File: src/rtl/grid_astar_path_search_core_macros.svh
// Assertion macros shared by the grid path search RTL.
`ifndef GRID_ASTAR_PATH_SEARCH_CORE_MACROS_SVH
`define GRID_ASTAR_PATH_SEARCH_CORE_MACROS_SVH

// Same-cycle implication on clk, quiet while rst_n is low.
`define GAPS_ASSERT_IMP(lbl, ante, cons) \
    lbl: assert property (@(posedge clk) disable iff (!rst_n) (ante) |-> (cons)) \
        else $error("grid path search: same-cycle check failed");

// Next-cycle implication on clk, quiet while rst_n is low.
`define GAPS_ASSERT_NXT(lbl, ante, cons) \
    lbl: assert property (@(posedge clk) disable iff (!rst_n) (ante) |=> (cons)) \
        else $error("grid path search: next-cycle check failed");

`endif

File: src/rtl/gaps_pkg.sv
// Constants, types and direction tables of the grid path search core.
package gaps_pkg;

    localparam int MAX_COLUMNS = 8;
    localparam int MAX_ROWS    = 8;
    localparam int COORD_W     = 3;
    localparam int CELL_W      = 6;
    localparam int NCELLS      = MAX_COLUMNS * MAX_ROWS;
    localparam int DIM_W       = 4;
    localparam int G_W         = 10;
    localparam int F_W         = 11;
    localparam int STAMP_W     = 6;
    localparam int PDIR_W      = 4;
    localparam int PATH_MAX    = 64;

    localparam logic [G_W-1:0]   COST_ORTH = 10'd10;
    localparam logic [G_W-1:0]   COST_DIAG = 10'd14;
    localparam logic [F_W-1:0]   F_MAX     = 11'd2047;
    localparam logic [DIM_W-1:0] DIM_MAX   = 4'd8;

    localparam logic [1:0] REG_COLUMNS = 2'd0;
    localparam logic [1:0] REG_ROWS    = 2'd1;

    localparam logic ACT_LOAD   = 1'b0;
    localparam logic ACT_SEARCH = 1'b1;

    typedef struct packed {
        logic [PDIR_W-1:0]  pdir;
        logic [G_W-1:0]     g;
        logic [F_W-1:0]     f;
        logic [STAMP_W-1:0] stamp;
    } cell_entry_t;

    localparam int ENTRY_W = $bits(cell_entry_t);

    // Step offsets, two-bit two's complement: +x, -x, -y, +y, then diagonals.
    function automatic logic [1:0] dir_dx(input logic [2:0] d);
        logic [1:0] r;
        case (d)
            3'd0:    r = 2'b01;
            3'd1:    r = 2'b11;
            3'd4:    r = 2'b11;
            3'd5:    r = 2'b01;
            3'd6:    r = 2'b11;
            3'd7:    r = 2'b01;
            default: r = 2'b00;
        endcase
        return r;
    endfunction

    function automatic logic [1:0] dir_dy(input logic [2:0] d);
        logic [1:0] r;
        case (d)
            3'd2:    r = 2'b11;
            3'd3:    r = 2'b01;
            3'd4:    r = 2'b11;
            3'd5:    r = 2'b11;
            3'd6:    r = 2'b01;
            3'd7:    r = 2'b01;
            default: r = 2'b00;
        endcase
        return r;
    endfunction

    // Clamp a size register into 1..max.
    function automatic logic [DIM_W-1:0] eff_dim(input logic [DIM_W-1:0] v);
        logic [DIM_W-1:0] r;
        if (v == '0)
        begin
            r = 4'd1;
        end
        else if (v > DIM_MAX)
        begin
            r = DIM_MAX;
        end
        else
        begin
            r = v;
        end
        return r;
    endfunction

endpackage

File: src/rtl/gaps_ram.sv
// Generic single-port RAM with registered read data.
module gaps_ram #(
    parameter int WIDTH = 8,
    parameter int DEPTH = 64
) (
    input  logic                     clk,
    input  logic                     we,
    input  logic [$clog2(DEPTH)-1:0] addr,
    input  logic [WIDTH-1:0]         wdata,
    output logic [WIDTH-1:0]         rdata
);

    logic [WIDTH-1:0] mem [DEPTH];

    always_ff @(posedge clk)
    begin
        if (we)
        begin
            mem[addr] <= wdata;
        end
        rdata <= mem[addr];
    end

endmodule

File: src/rtl/grid_astar_path_search_core.sv
// Top level of the 8-connected grid path search core.
//
// Input channel s_axis: one word is either a load (tuser = 0) that writes the
// passable bit of one cell, or a search (tuser = 1) from start to goal. Loads
// give no output word; every search gives one or more output words on
// m_axis, the path cells from the goal back to the start, tlast on the
// start end. tuser on the output is 1 when the goal was reached; an
// unreachable goal, or a start or goal outside the grid, gives the goal
// alone with tuser 0. The config channel sets the grid size (index 0
// columns, index 1 rows) and is always ready; write it only while idle.
// A search closes one cell per round; a round checks the neighbour in
// each in-grid direction (three walk-map reads through the single map
// port per direction), then scans the 64-entry cell store through its
// one read port for the open cell of least f; path words then follow,
// each read back from the store. s_axis_tready is low for the whole
// search and while path words drain; a stalled receiver simply holds
// the block in its output state. Reset clears the control state and the
// per-search open/closed flags; the walk map is undefined until loaded.
module grid_astar_path_search_core (
    input  logic        clk,
    input  logic        rst_n,
    input  logic        s_axis_tvalid,
    output logic        s_axis_tready,
    // [2:0] cell_x, [5:3] cell_y, [6] passable, [9:7] start_x,
    // [12:10] start_y, [15:13] goal_x, [18:16] goal_y, rest zero
    input  logic [23:0] s_axis_tdata,
    // [0] action
    input  logic        s_axis_tuser,
    output logic        m_axis_tvalid,
    input  logic        m_axis_tready,
    // [2:0] path_x, [5:3] path_y, rest zero
    output logic [7:0]  m_axis_tdata,
    // [0] found
    output logic        m_axis_tuser,
    output logic        m_axis_tlast,
    input  logic        cfg_valid,
    output logic        cfg_ready,
    input  logic [1:0]  cfg_index,
    input  logic [3:0]  cfg_data
);
    import gaps_pkg::*;

    typedef enum logic [3:0] {
        ST_IDLE, ST_CLOSE, ST_DIR, ST_W1, ST_W2, ST_W3,
        ST_SCAN, ST_PICK, ST_P_RD, ST_P_WAIT, ST_OUT
    } state_t;

    state_t               state_reg;
    logic [DIM_W-1:0]     cols_reg, rows_reg;
    logic [CELL_W-1:0]    cur_reg, start_reg, goal_reg, par_reg;
    logic [G_W-1:0]       gcur_reg;
    logic [2:0]           dir_reg;
    logic                 wok_reg;
    logic [NCELLS-1:0]    open_reg, closed_reg;
    logic [STAMP_W-1:0]   stamp_cnt_reg;
    logic [CELL_W:0]      scan_idx_reg;
    logic                 chk_vld_reg;
    logic [CELL_W-1:0]    chk_addr_reg;
    logic                 best_vld_reg;
    logic [CELL_W-1:0]    best_reg;
    logic [F_W-1:0]       best_f_reg;
    logic [STAMP_W-1:0]   best_stamp_reg;
    logic [G_W-1:0]       best_g_reg;
    logic [5:0]           k_reg;
    logic                 out_valid_reg, out_found_reg, out_last_reg;
    logic [CELL_W-1:0]    out_cell_reg;

    logic [DIM_W-1:0]     cols_eff, rows_eff;
    logic [COORD_W-1:0]   cx, cy;
    logic [1:0]           dx, dy;
    logic [3:0]           nx4, ny4;
    logic                 inb, diag;
    logic [CELL_W-1:0]    a0, a1, a2;
    logic [COORD_W-1:0]   gx, gy, ax, ay;
    logic [3:0]           mdist;
    logic [7:0]           hval;
    logic [G_W-1:0]       newg;
    logic [F_W:0]         fsum;
    logic [F_W-1:0]       fnew;
    logic                 cand_ok, do_upd;

    logic                 walk_we, walk_wdata, walk_rdata;
    logic [CELL_W-1:0]    walk_addr;
    logic                 cell_we;
    logic [CELL_W-1:0]    cell_addr;
    cell_entry_t          cell_wr, cell_rd;
    logic [ENTRY_W-1:0]   cell_rdata;

    logic [3:0]           pm1;
    logic [1:0]           pdx, pdy;

    logic                 in_acc;
    logic [COORD_W-1:0]   in_cx, in_cy, in_sx, in_sy, in_gx, in_gy;
    logic                 in_pass;
    logic                 se_out;

    assign cfg_ready     = 1'b1;
    assign s_axis_tready = (state_reg == ST_IDLE);
    assign in_acc        = s_axis_tvalid && s_axis_tready;
    assign in_cx   = s_axis_tdata[2:0];
    assign in_cy   = s_axis_tdata[5:3];
    assign in_pass = s_axis_tdata[6];
    assign in_sx   = s_axis_tdata[9:7];
    assign in_sy   = s_axis_tdata[12:10];
    assign in_gx   = s_axis_tdata[15:13];
    assign in_gy   = s_axis_tdata[18:16];

    assign m_axis_tvalid = out_valid_reg;
    assign m_axis_tdata  = {2'b00, out_cell_reg};
    assign m_axis_tuser  = out_found_reg;
    assign m_axis_tlast  = out_last_reg;

    assign cols_eff = eff_dim(cols_reg);
    assign rows_eff = eff_dim(rows_reg);
    assign se_out   = ({1'b0, in_sx} >= cols_eff) || ({1'b0, in_sy} >= rows_eff) ||
                      ({1'b0, in_gx} >= cols_eff) || ({1'b0, in_gy} >= rows_eff);

    // Neighbour geometry of the current cell and direction.
    assign cx   = cur_reg[2:0];
    assign cy   = cur_reg[5:3];
    assign dx   = dir_dx(dir_reg);
    assign dy   = dir_dy(dir_reg);
    assign nx4  = {1'b0, cx} + {{2{dx[1]}}, dx};
    assign ny4  = {1'b0, cy} + {{2{dy[1]}}, dy};
    assign inb  = !nx4[3] && (nx4 < cols_eff) && !ny4[3] && (ny4 < rows_eff);
    assign diag = dir_reg[2];
    assign a0   = {cy, nx4[2:0]};
    assign a1   = {ny4[2:0], cx};
    assign a2   = {ny4[2:0], nx4[2:0]};

    // Heuristic and cost of the step.
    assign gx    = goal_reg[2:0];
    assign gy    = goal_reg[5:3];
    assign ax    = (gx > nx4[2:0]) ? (gx - nx4[2:0]) : (nx4[2:0] - gx);
    assign ay    = (gy > ny4[2:0]) ? (gy - ny4[2:0]) : (ny4[2:0] - gy);
    assign mdist = {1'b0, ax} + {1'b0, ay};
    assign hval  = {1'b0, mdist, 3'b000} + {3'b000, mdist, 1'b0};
    assign newg  = gcur_reg + (diag ? COST_DIAG : COST_ORTH);
    assign fsum  = {2'b00, newg} + {4'b0000, hval};
    assign fnew  = (fsum > {1'b0, F_MAX}) ? F_MAX : fsum[F_W-1:0];

    assign cell_rd = cell_entry_t'(cell_rdata);
    assign cand_ok = (wok_reg || !diag) && walk_rdata && !closed_reg[a2];
    assign do_upd  = cand_ok && (!open_reg[a2] || (newg <= cell_rd.g));

    // Parent of the path cell being read.
    assign pm1 = cell_rd.pdir - 4'd1;
    assign pdx = dir_dx(pm1[2:0]);
    assign pdy = dir_dy(pm1[2:0]);

    always_comb
    begin
        walk_we    = 1'b0;
        walk_wdata = in_pass;
        walk_addr  = {in_cy, in_cx};
        cell_we    = 1'b0;
        cell_addr  = a2;
        cell_wr.pdir  = {1'b0, dir_reg} + 4'd1;
        cell_wr.g     = newg;
        cell_wr.f     = fnew;
        cell_wr.stamp = open_reg[a2] ? cell_rd.stamp : stamp_cnt_reg;
        case (state_reg)
            ST_IDLE:
            begin
                walk_we = in_acc && (s_axis_tuser == ACT_LOAD);
            end
            ST_DIR:
            begin
                walk_addr = a0;
            end
            ST_W1:
            begin
                walk_addr = a1;
            end
            ST_W2:
            begin
                walk_addr = a2;
            end
            ST_W3:
            begin
                walk_addr = a2;
                cell_we   = do_upd;
            end
            ST_SCAN:
            begin
                cell_addr = scan_idx_reg[CELL_W-1:0];
            end
            ST_P_RD:
            begin
                cell_addr = cur_reg;
            end
            default:
            begin
                cell_addr = a2;
            end
        endcase
    end

    gaps_ram #(.WIDTH(1), .DEPTH(NCELLS)) u_walk (
        .clk   (clk),
        .we    (walk_we),
        .addr  (walk_addr),
        .wdata (walk_wdata),
        .rdata (walk_rdata)
    );

    gaps_ram #(.WIDTH(ENTRY_W), .DEPTH(NCELLS)) u_cell (
        .clk   (clk),
        .we    (cell_we),
        .addr  (cell_addr),
        .wdata (cell_wr),
        .rdata (cell_rdata)
    );

    always_ff @(posedge clk or negedge rst_n)
    begin
        if (!rst_n)
        begin
            state_reg      <= ST_IDLE;
            cols_reg       <= DIM_MAX;
            rows_reg       <= DIM_MAX;
            open_reg       <= '0;
            closed_reg     <= '0;
            out_valid_reg  <= 1'b0;
            chk_vld_reg    <= 1'b0;
            best_vld_reg   <= 1'b0;
            stamp_cnt_reg  <= '0;
            scan_idx_reg   <= '0;
            k_reg          <= '0;
            dir_reg        <= '0;
        end
        else
        begin
            if (cfg_valid && cfg_ready)
            begin
                if (cfg_index == REG_COLUMNS)
                begin
                    cols_reg <= cfg_data;
                end
                else if (cfg_index == REG_ROWS)
                begin
                    rows_reg <= cfg_data;
                end
            end

            case (state_reg)
                ST_IDLE:
                begin
                    if (in_acc && (s_axis_tuser == ACT_SEARCH))
                    begin
                        start_reg     <= {in_sy, in_sx};
                        goal_reg      <= {in_gy, in_gx};
                        cur_reg       <= {in_sy, in_sx};
                        gcur_reg      <= '0;
                        open_reg      <= '0;
                        closed_reg    <= '0;
                        stamp_cnt_reg <= '0;
                        out_cell_reg  <= {in_gy, in_gx};
                        out_last_reg  <= 1'b1;
                        if (se_out)
                        begin
                            out_found_reg <= 1'b0;
                            out_valid_reg <= 1'b1;
                            state_reg     <= ST_OUT;
                        end
                        else if ({in_sy, in_sx} == {in_gy, in_gx})
                        begin
                            out_found_reg <= 1'b1;
                            out_valid_reg <= 1'b1;
                            state_reg     <= ST_OUT;
                        end
                        else
                        begin
                            state_reg <= ST_CLOSE;
                        end
                    end
                end
                ST_CLOSE:
                begin
                    closed_reg[cur_reg] <= 1'b1;
                    open_reg[cur_reg]   <= 1'b0;
                    dir_reg             <= '0;
                    state_reg           <= ST_DIR;
                end
                ST_DIR:
                begin
                    if (inb)
                    begin
                        state_reg <= ST_W1;
                    end
                    else if (dir_reg == 3'd7)
                    begin
                        scan_idx_reg <= '0;
                        chk_vld_reg  <= 1'b0;
                        best_vld_reg <= 1'b0;
                        state_reg    <= ST_SCAN;
                    end
                    else
                    begin
                        dir_reg <= dir_reg + 3'd1;
                    end
                end
                ST_W1:
                begin
                    wok_reg   <= walk_rdata;
                    state_reg <= ST_W2;
                end
                ST_W2:
                begin
                    wok_reg   <= wok_reg && walk_rdata;
                    state_reg <= ST_W3;
                end
                ST_W3:
                begin
                    if (do_upd && !open_reg[a2])
                    begin
                        open_reg[a2]  <= 1'b1;
                        stamp_cnt_reg <= stamp_cnt_reg + 6'd1;
                    end
                    if (dir_reg == 3'd7)
                    begin
                        scan_idx_reg <= '0;
                        chk_vld_reg  <= 1'b0;
                        best_vld_reg <= 1'b0;
                        state_reg    <= ST_SCAN;
                    end
                    else
                    begin
                        dir_reg   <= dir_reg + 3'd1;
                        state_reg <= ST_DIR;
                    end
                end
                ST_SCAN:
                begin
                    // Issue one store read per cycle, judge the word read last cycle.
                    if (!scan_idx_reg[CELL_W])
                    begin
                        chk_vld_reg  <= 1'b1;
                        chk_addr_reg <= scan_idx_reg[CELL_W-1:0];
                        scan_idx_reg <= scan_idx_reg + 7'd1;
                    end
                    else
                    begin
                        chk_vld_reg <= 1'b0;
                        if (!chk_vld_reg)
                        begin
                            state_reg <= ST_PICK;
                        end
                    end
                    if (chk_vld_reg && open_reg[chk_addr_reg] &&
                        (!best_vld_reg || (cell_rd.f < best_f_reg) ||
                         ((cell_rd.f == best_f_reg) && (cell_rd.stamp > best_stamp_reg))))
                    begin
                        best_vld_reg   <= 1'b1;
                        best_reg       <= chk_addr_reg;
                        best_f_reg     <= cell_rd.f;
                        best_stamp_reg <= cell_rd.stamp;
                        best_g_reg     <= cell_rd.g;
                    end
                end
                ST_PICK:
                begin
                    if (!best_vld_reg)
                    begin
                        out_cell_reg  <= goal_reg;
                        out_found_reg <= 1'b0;
                        out_last_reg  <= 1'b1;
                        out_valid_reg <= 1'b1;
                        state_reg     <= ST_OUT;
                    end
                    else if (best_reg == goal_reg)
                    begin
                        cur_reg   <= goal_reg;
                        k_reg     <= '0;
                        state_reg <= ST_P_RD;
                    end
                    else
                    begin
                        cur_reg   <= best_reg;
                        gcur_reg  <= best_g_reg;
                        state_reg <= ST_CLOSE;
                    end
                end
                ST_P_RD:
                begin
                    state_reg <= ST_P_WAIT;
                end
                ST_P_WAIT:
                begin
                    // The start cell has no parent; its store word is stale.
                    out_cell_reg  <= cur_reg;
                    out_found_reg <= 1'b1;
                    out_last_reg  <= (cur_reg == start_reg) || (k_reg == 6'(PATH_MAX - 1));
                    out_valid_reg <= 1'b1;
                    par_reg       <= {cy - {pdy[1], pdy}, cx - {pdx[1], pdx}};
                    state_reg     <= ST_OUT;
                end
                ST_OUT:
                begin
                    if (m_axis_tready)
                    begin
                        out_valid_reg <= 1'b0;
                        if (out_last_reg)
                        begin
                            state_reg <= ST_IDLE;
                        end
                        else
                        begin
                            cur_reg   <= par_reg;
                            k_reg     <= k_reg + 6'd1;
                            state_reg <= ST_P_RD;
                        end
                    end
                end
                default:
                begin
                    state_reg <= ST_IDLE;
                end
            endcase
        end
    end

`include "grid_astar_path_search_core_macros.svh"

    `GAPS_ASSERT_IMP(a_no_take_while_out, s_axis_tready, !m_axis_tvalid)
    `GAPS_ASSERT_IMP(a_miss_single, m_axis_tvalid && !m_axis_tuser, m_axis_tlast)
    `GAPS_ASSERT_IMP(a_path_cut, m_axis_tvalid && (k_reg == 6'(PATH_MAX - 1)), m_axis_tlast)
    `GAPS_ASSERT_IMP(a_open_closed_apart, 1'b1, (open_reg & closed_reg) == '0)
    `GAPS_ASSERT_NXT(a_search_closes_start, (state_reg == ST_CLOSE) && (cur_reg == start_reg),
        closed_reg[start_reg])

endmodule
File: config.mk
export PLATFORM = sky130hd
export DESIGN_NAME = grid_astar_path_search_core
export DESIGN_NICKNAME = d
export VERILOG_FILES = /design/src/rtl/gaps_pkg.sv /design/src/rtl/gaps_ram.sv /design/src/rtl/grid_astar_path_search_core.sv
export VERILOG_INCLUDE_DIRS = /design/src /design/src/rtl
export SDC_FILE = /design/constraint.sdc
export NUM_CORES = 2
export LEC_CHECK = 0
export BUFFER_PORTS_ARGS = -buffer_cell sky130_fd_sc_hd__buf_2
export CAP_MARGIN = 20
export CORE_ASPECT_RATIO = 2
export CORE_MARGIN = 4
export CORE_UTILIZATION = 34
export DETAILED_ROUTE_END_ITERATION = 8
export PLACE_DENSITY = 0.52
export SLEW_MARGIN = 0
export SYNTH_ARGS = -nofsm -noshare
export SYNTH_HDL_FRONTEND = slang
export SYNTH_SLANG_ARGS = --single-unit
File: constraint.sdc
create_clock -name clk -period 16.4 [get_ports clk]
set_input_delay 1.64 -clock clk [delete_from_list [all_inputs] [get_ports clk]]
set_output_delay 1.64 -clock clk [all_outputs]
set_load 0.005 [all_outputs]
## Word level (Yosys, flattened, before mapping)

Memory sizes are Yosys's and may differ from the RTL's. A register that Yosys moved wholly into a read port is not among the register bits.
Index checks and enable logic that the tools add are counted.

- Multiplexer cells: 97
- Bitwise gates (word level): 7
- Multipliers: 0
- Order comparisons: 19
- Reductions and logical operators: 77
- Equality and inequality tests: 45
- Shifts and indexed selects: 0
- Div/mod/pow operators: 0
- Add/subtract/negate cells: 18

Operator list:

| cell | count |
|---|---|
| $pmux 64 s3 | 1 |
| $mux 64 | 2 |
| $or 64x64->64 | 2 |
| $pmux 64 s2 | 1 |
| $mux 6 | 14 |
| $and 64x64->64 | 1 |
| $not 64->64 | 1 |
| $mux 4 | 15 |
| $pmux 6 s3 | 3 |
| $pmux 4 s11 | 1 |
| $pmux 6 s2 | 3 |
| $mux 10 | 3 |
| $mux 1 | 26 |
| $reduce_and 5->1 | 5 |
| $eq 3x3->1 const B | 8 |
| $ne 2x2->1 const B | 12 |
| $reduce_and 3->1 | 8 |
| $reduce_or 3->1 | 8 |
| $lt 6x7->1 const B | 3 |
| $mux 7 | 3 |
| $pmux 7 s3 | 1 |
| $pmux 10 s2 | 1 |
| $bmux 1 s6 | 3 |
| $eq 6x6->1 | 3 |
| other kinds (54) | 135 |

- Memories kept: 2
- Register bits: 247
- Bits in writable memories: 2048
- Logic and storage cells: 292
- Bits in read-only memories: 0
- Output and inout port bits: 13
- Bits in latches: 0

Memory list:

| memory | depth | bits a word | read ports | clocked after Yosys merged registers in | write ports | RTL line | source |
|---|---|---|---|---|---|---|---|
| u_cell.mem | 64 | 31 | 1 | 1 | 1 | gaps_ram.sv:13 | `logic [WIDTH-1:0] mem [DEPTH];` |
| u_walk.mem | 64 | 1 | 1 | 1 | 1 | gaps_ram.sv:13 |  |

## Depth between registers and ports, before layout

- Depth in word-level cells: 12
- Depth in mapped cells: 26
- Depth with buffers taken out: 25

## By module

Synthesis repeated with hierarchy kept, for this count alone.

- Cells, all modules: 5928
- Area, all modules: 93681.1 um2

Modules (own cells, without submodules):

| module | instances | cells an instance | area an instance (um2) |
|---|---|---|---|
| gaps_ram at u_cell | 1 | 4320 | 75791.4 |
| grid_astar_path_search_core | 1 | 1385 | 14935.6 |
| gaps_ram at u_walk | 1 | 223 | 2954.1 |

## Worst setup path after synthesis

No wires, ideal clock.

- Path type: flip-flop to flip-flop
- From: reg dir_reg[0]
- To: mem u_cell.mem[0][16] (netlist name) (data pin)
- Setup time: 0.681 ns
- Stages on the path, launching flop included: 24
- Setup slack: 7.729 ns
- Buffers on the path: 2
- Clock period less this slack: 8.671 ns
- Data arrival time: 7.990 ns
- Path through: dfrtp_1 inv_1 ha_1 o21a_1 or2_2 xnor2_1 ha_1 a311oi_2 o21ai_2 nand2_1 clkbuf_1 clkbuf_1 maj3_1 mux2i_1 ha_1 a21o_1 a21o_1 fa_1 ha_1 a21o_1 a21oi_1 o21bai_1 a21oi_1 nor3_1

RTL lines:

| item | RTL line | source |
|---|---|---|
| from (decl) | grid_astar_path_search_core.sv:52 | `logic [2:0] dir_reg;` |
| from (signal assigned) | grid_astar_path_search_core.sv:300 | `dir_reg <= dir_reg + 3'd1;` |
| from (signal assigned) | grid_astar_path_search_core.sv:329 | `dir_reg <= dir_reg + 3'd1;` |
| to (decl) | gaps_ram.sv:13 |  |

## Worst setup path in the final report

- From: reg dir_reg[0]
- To: reg u_cell.rdata[28] (read register of u_cell.mem)

- Longest elaborated chain between the ends: 5

RTL lines:

| item | RTL line | source |
|---|---|---|
| $eq 3x3->1, or another cell as far along | gaps_pkg.sv:39, gaps_pkg.sv:53 |  |
| $reduce_or 3->1 (no line) | n/a |  |
| $pmux 2 s2, on equally long branches | gaps_pkg.sv:39, gaps_pkg.sv:53 |  |
| $add 3x4->4, on equally long branches | grid_astar_path_search_core.sv:123, grid_astar_path_search_core.sv:124 |  |
| $pmux 6 s2 * | grid_astar_path_search_core.sv:162 | `case (state_reg)` |
| to (decl) | gaps_ram.sv:10 | `output logic [WIDTH-1:0] rdata` |

Every way passes the cells marked *; elsewhere a longest branch is shown, timed or not.
A chain may end at the register's enable or synchronous reset.

==> metrics.cfg <==
[outcome]
outcome = complete, no violations

[finish]
fin_util = 0.3890
syn_to_final_growth_pct = 13.96
final_net_count = 5875
fin_area_um2 = 101900
largest_register_ffs = 1920
largest-register = u_cell.mem
drive_above_1_share = 0.1536

[worst_setup_path]
reg2reg_slack_ns = 8.17
reg2reg_depth = 20
crit_type = reg -> reg
critical_path_required_ns = 17.05
worstPathArrival_ns = 8.88
critical_path.startpoint_type = flip-flop
r2r_start = dir_reg[0]
crit_path_end_kind = flip-flop
rr_endpoint = u_cell.rdata[28]
critical_path.max_fanout = 68

[synthesis]
synth_edf_count = 2066
ys_types = 103
yosysSeqAreaShare = 0.7471
synth.avg_cell_area_um2 = 15.95
syn_area_um2 = 89400
synth_ff_type = edfxtp_1
ys_ff_latch = 2262
synth_top_area_cell = edfxtp_1
postSynthCellCount = 5606
netlist.area_leader.share = 0.6939
synthArstFlopShare = 0.07294
synth_warnings = 0
synth.area.top_cells = edfxtp_1 (69%), a22oi_1 (4.8%), dfrtp_1 (4.6%)

[floorplan]
die_h_um = 733.2
core_region_area_um2 = 261900
die_w_um = 370.6
start_util = 0.3413
rows = 266
pin_count = 49
die_area_um2 = 271700

[worst_hold_path]
hp-start = u_cell.rdata[0]
worstHoldEndpoint = best_stamp_reg[0]
hold_depth = 0
min_path_type = reg -> reg

[timing]
min_period_ns = 8.232
slew_viol_final = 0
finalClockSkew_ns = 0.05059
period_share = 0.5019
fin_setup_tns_ns = 0
fmax_ghz = 0.1215
setup_violations = 0
slew_headroom = 0.1572
tightest_slew_ns = 1.254
rsz0062_at_grt = no
hold_viol = 0

[route]
firstDrtPassIters = 8
drc = 0
met1Wirelength_um = 107400
via_count = 55500
top_layer = met5
ant_nets = 0
wl_met3_um = 18550
met2WireLength_um = 167500
wirelength_um = 327800
drtIter0Drc = 5881
routedWlPerCell_um = 34.85
via_per_inst = 5.901

[cts]
ctsHoldBuffers = 0
cts-root-buf = clkbuf_16
clock_path_buffers = 4
clkLatencyLatePin_ns = 0.86
cts_max_level = 4
cts.sinks = 2262
cts_tree = built
cts_buffers = 192
clk_pin_slew_worst_paths_ns = 0.07
post_cts.repair.setup_buffers = 0
cts_resized = 0

[global_route]
grt_overflow = 0
grt_first_pass_wirelength_um = 448100
antenna_found_initial = 41
grt_pass1_vias = 54660
grtUsageTotal = 0.2347
grt_start_max_net_pins = 83

[job]
drv_cap = 0

[placement]
place_congestion = 0.9443
dpl_cell_area_um2 = 95640
hpwl_um = 202600
portBuffers = 40

worst max path at each step:
stage                     cells after the start  startpoint  slack (ns)                  to
after global placement                       20  dir_reg[0]        8.32    u_cell.rdata[17]
after floorplan                              23  dir_reg[0]        7.73   u_cell.mem[0][16]
final                                        20  dir_reg[0]        8.17    u_cell.rdata[28]
after detailed placement                     20  dir_reg[0]        8.27    u_cell.rdata[17]
after global routing                         25  dir_reg[0]        7.85  u_cell.mem[56][15]
after CTS                                    20  dir_reg[0]        8.26    u_cell.rdata[17]
through the flow:
| stage | std cells | hold WS (ns) | worst slack (ns) |
|---|---|---|---|
| 6_report | 9405 | 0.4347 | 8.168 |
| 5_1_grt | 9397 | 0.4388 | 7.853 |
| 4_1_cts | 9365 | 0.4261 | 8.264 |
| 3_5_place_dp | 9031 | 0.4204 | 8.269 |
| 3_3_place_gp | 9025 | 0.4177 | 8.325 |
| 2_1_floorplan | 5607 | 0.4082 | 7.729 |
synth_stat cells, drive strengths merged, types with 11 or more instances:
library cell,instances
edfxtp,2066
a22oi,568
nand2,321
nor2,266
clkbuf,239
a21oi,168
dfrtp,163
a31oi,127
mux2i,114
o21ai,114
and3,113
buf,112
inv,106
a222oi,94
ha,81
nand3,74
mux2,69
a41oi,64
mux4,58
nand4,58
a221oi,57
a22o,51
nor3,47
o22ai,46
nor4,44
a2111oi,37
dfxtp,31
xnor2,30
o22a,27
and2,21
a21o,19
o211ai,15
nand2b,13
a221o,12
o221a,12
or3,12
or4,12
fa,11
o21a,11
xor2,11
routing by layer:
metal  GRT usage  vias to the layer above
met5           0                        -
met4      0.2053                       10
met3     0.02877                      805
met2      0.4110                     2620
met1      0.2470                    29040
li1            -                    23020
cells in the final DEF (no fill, tap or decap), types with 72 or more instances in the layout:
cell,count
nor2_4,72
nand2_1,312
edfxtp_1,2066
ha_1,75
mux2i_1,114
nor2_1,190
o21ai_0,105
a22oi_1,567
a222oi_1,94
a21oi_1,164
a31oi_1,117
inv_1,103
and3_1,113
clkbuf_16,193
dfrtp_1,163
buf_4,236
worst max-delay path, stage by stage (launching register included):
cell	delay, ns
dfrtp_1	0.43
inv_2	0.06
buf_4	0.66
ha_2	0.37
o21a_1	0.21
or2_2	0.17
xnor2_1	0.07
ha_2	0.76
buf_4	0.53
nand3_1	0.28
nand2_1	0.14
buf_4	0.29
nand2_4	0.45
nor2_4	0.75
buf_4	0.54
buf_4	0.56
a22oi_1	0.15
a41oi_1	0.38
nor4_2	0.10
buf_4	0.26
nand4_1	0.66
final cells by class:
| cell class | count | area [um^2] |
|---|---|---|
| clock inverter | 86 | 899.6 |
| antenna | 34 | 85.08 |
| multi-input combinational | 2887 | 21830 |
| sequential | 2262 | 66790 |
| fill | 24100 | 160000 |
| clock buffer | 248 | 5167 |
| tap | 3484 | 4359 |
| timing repair buffer | 297 | 2347 |
| inverter | 107 | 401.6 |
logic make-up after synthesis:
| kind of cell | count (synthesis) | share of synthesized area |
|---|---|---|
| other | 2 | 0.00008400 |
| AOI/OAI and AO/OA | 1485 | 0.1226 |
| and+or+nand+nor | 1021 | 0.05532 |
| muxes | 241 | 0.03611 |
| adders and majority gates | 96 | 0.01425 |
| xor gates and xnor gates | 41 | 0.004016 |
| DFF | 2262 | 0.7471 |
| buffers and inverters | 458 | 0.02052 |
Power is not shown: default switching activity piles up to over one toggle a cycle in this logic, so the estimate is an artifact.
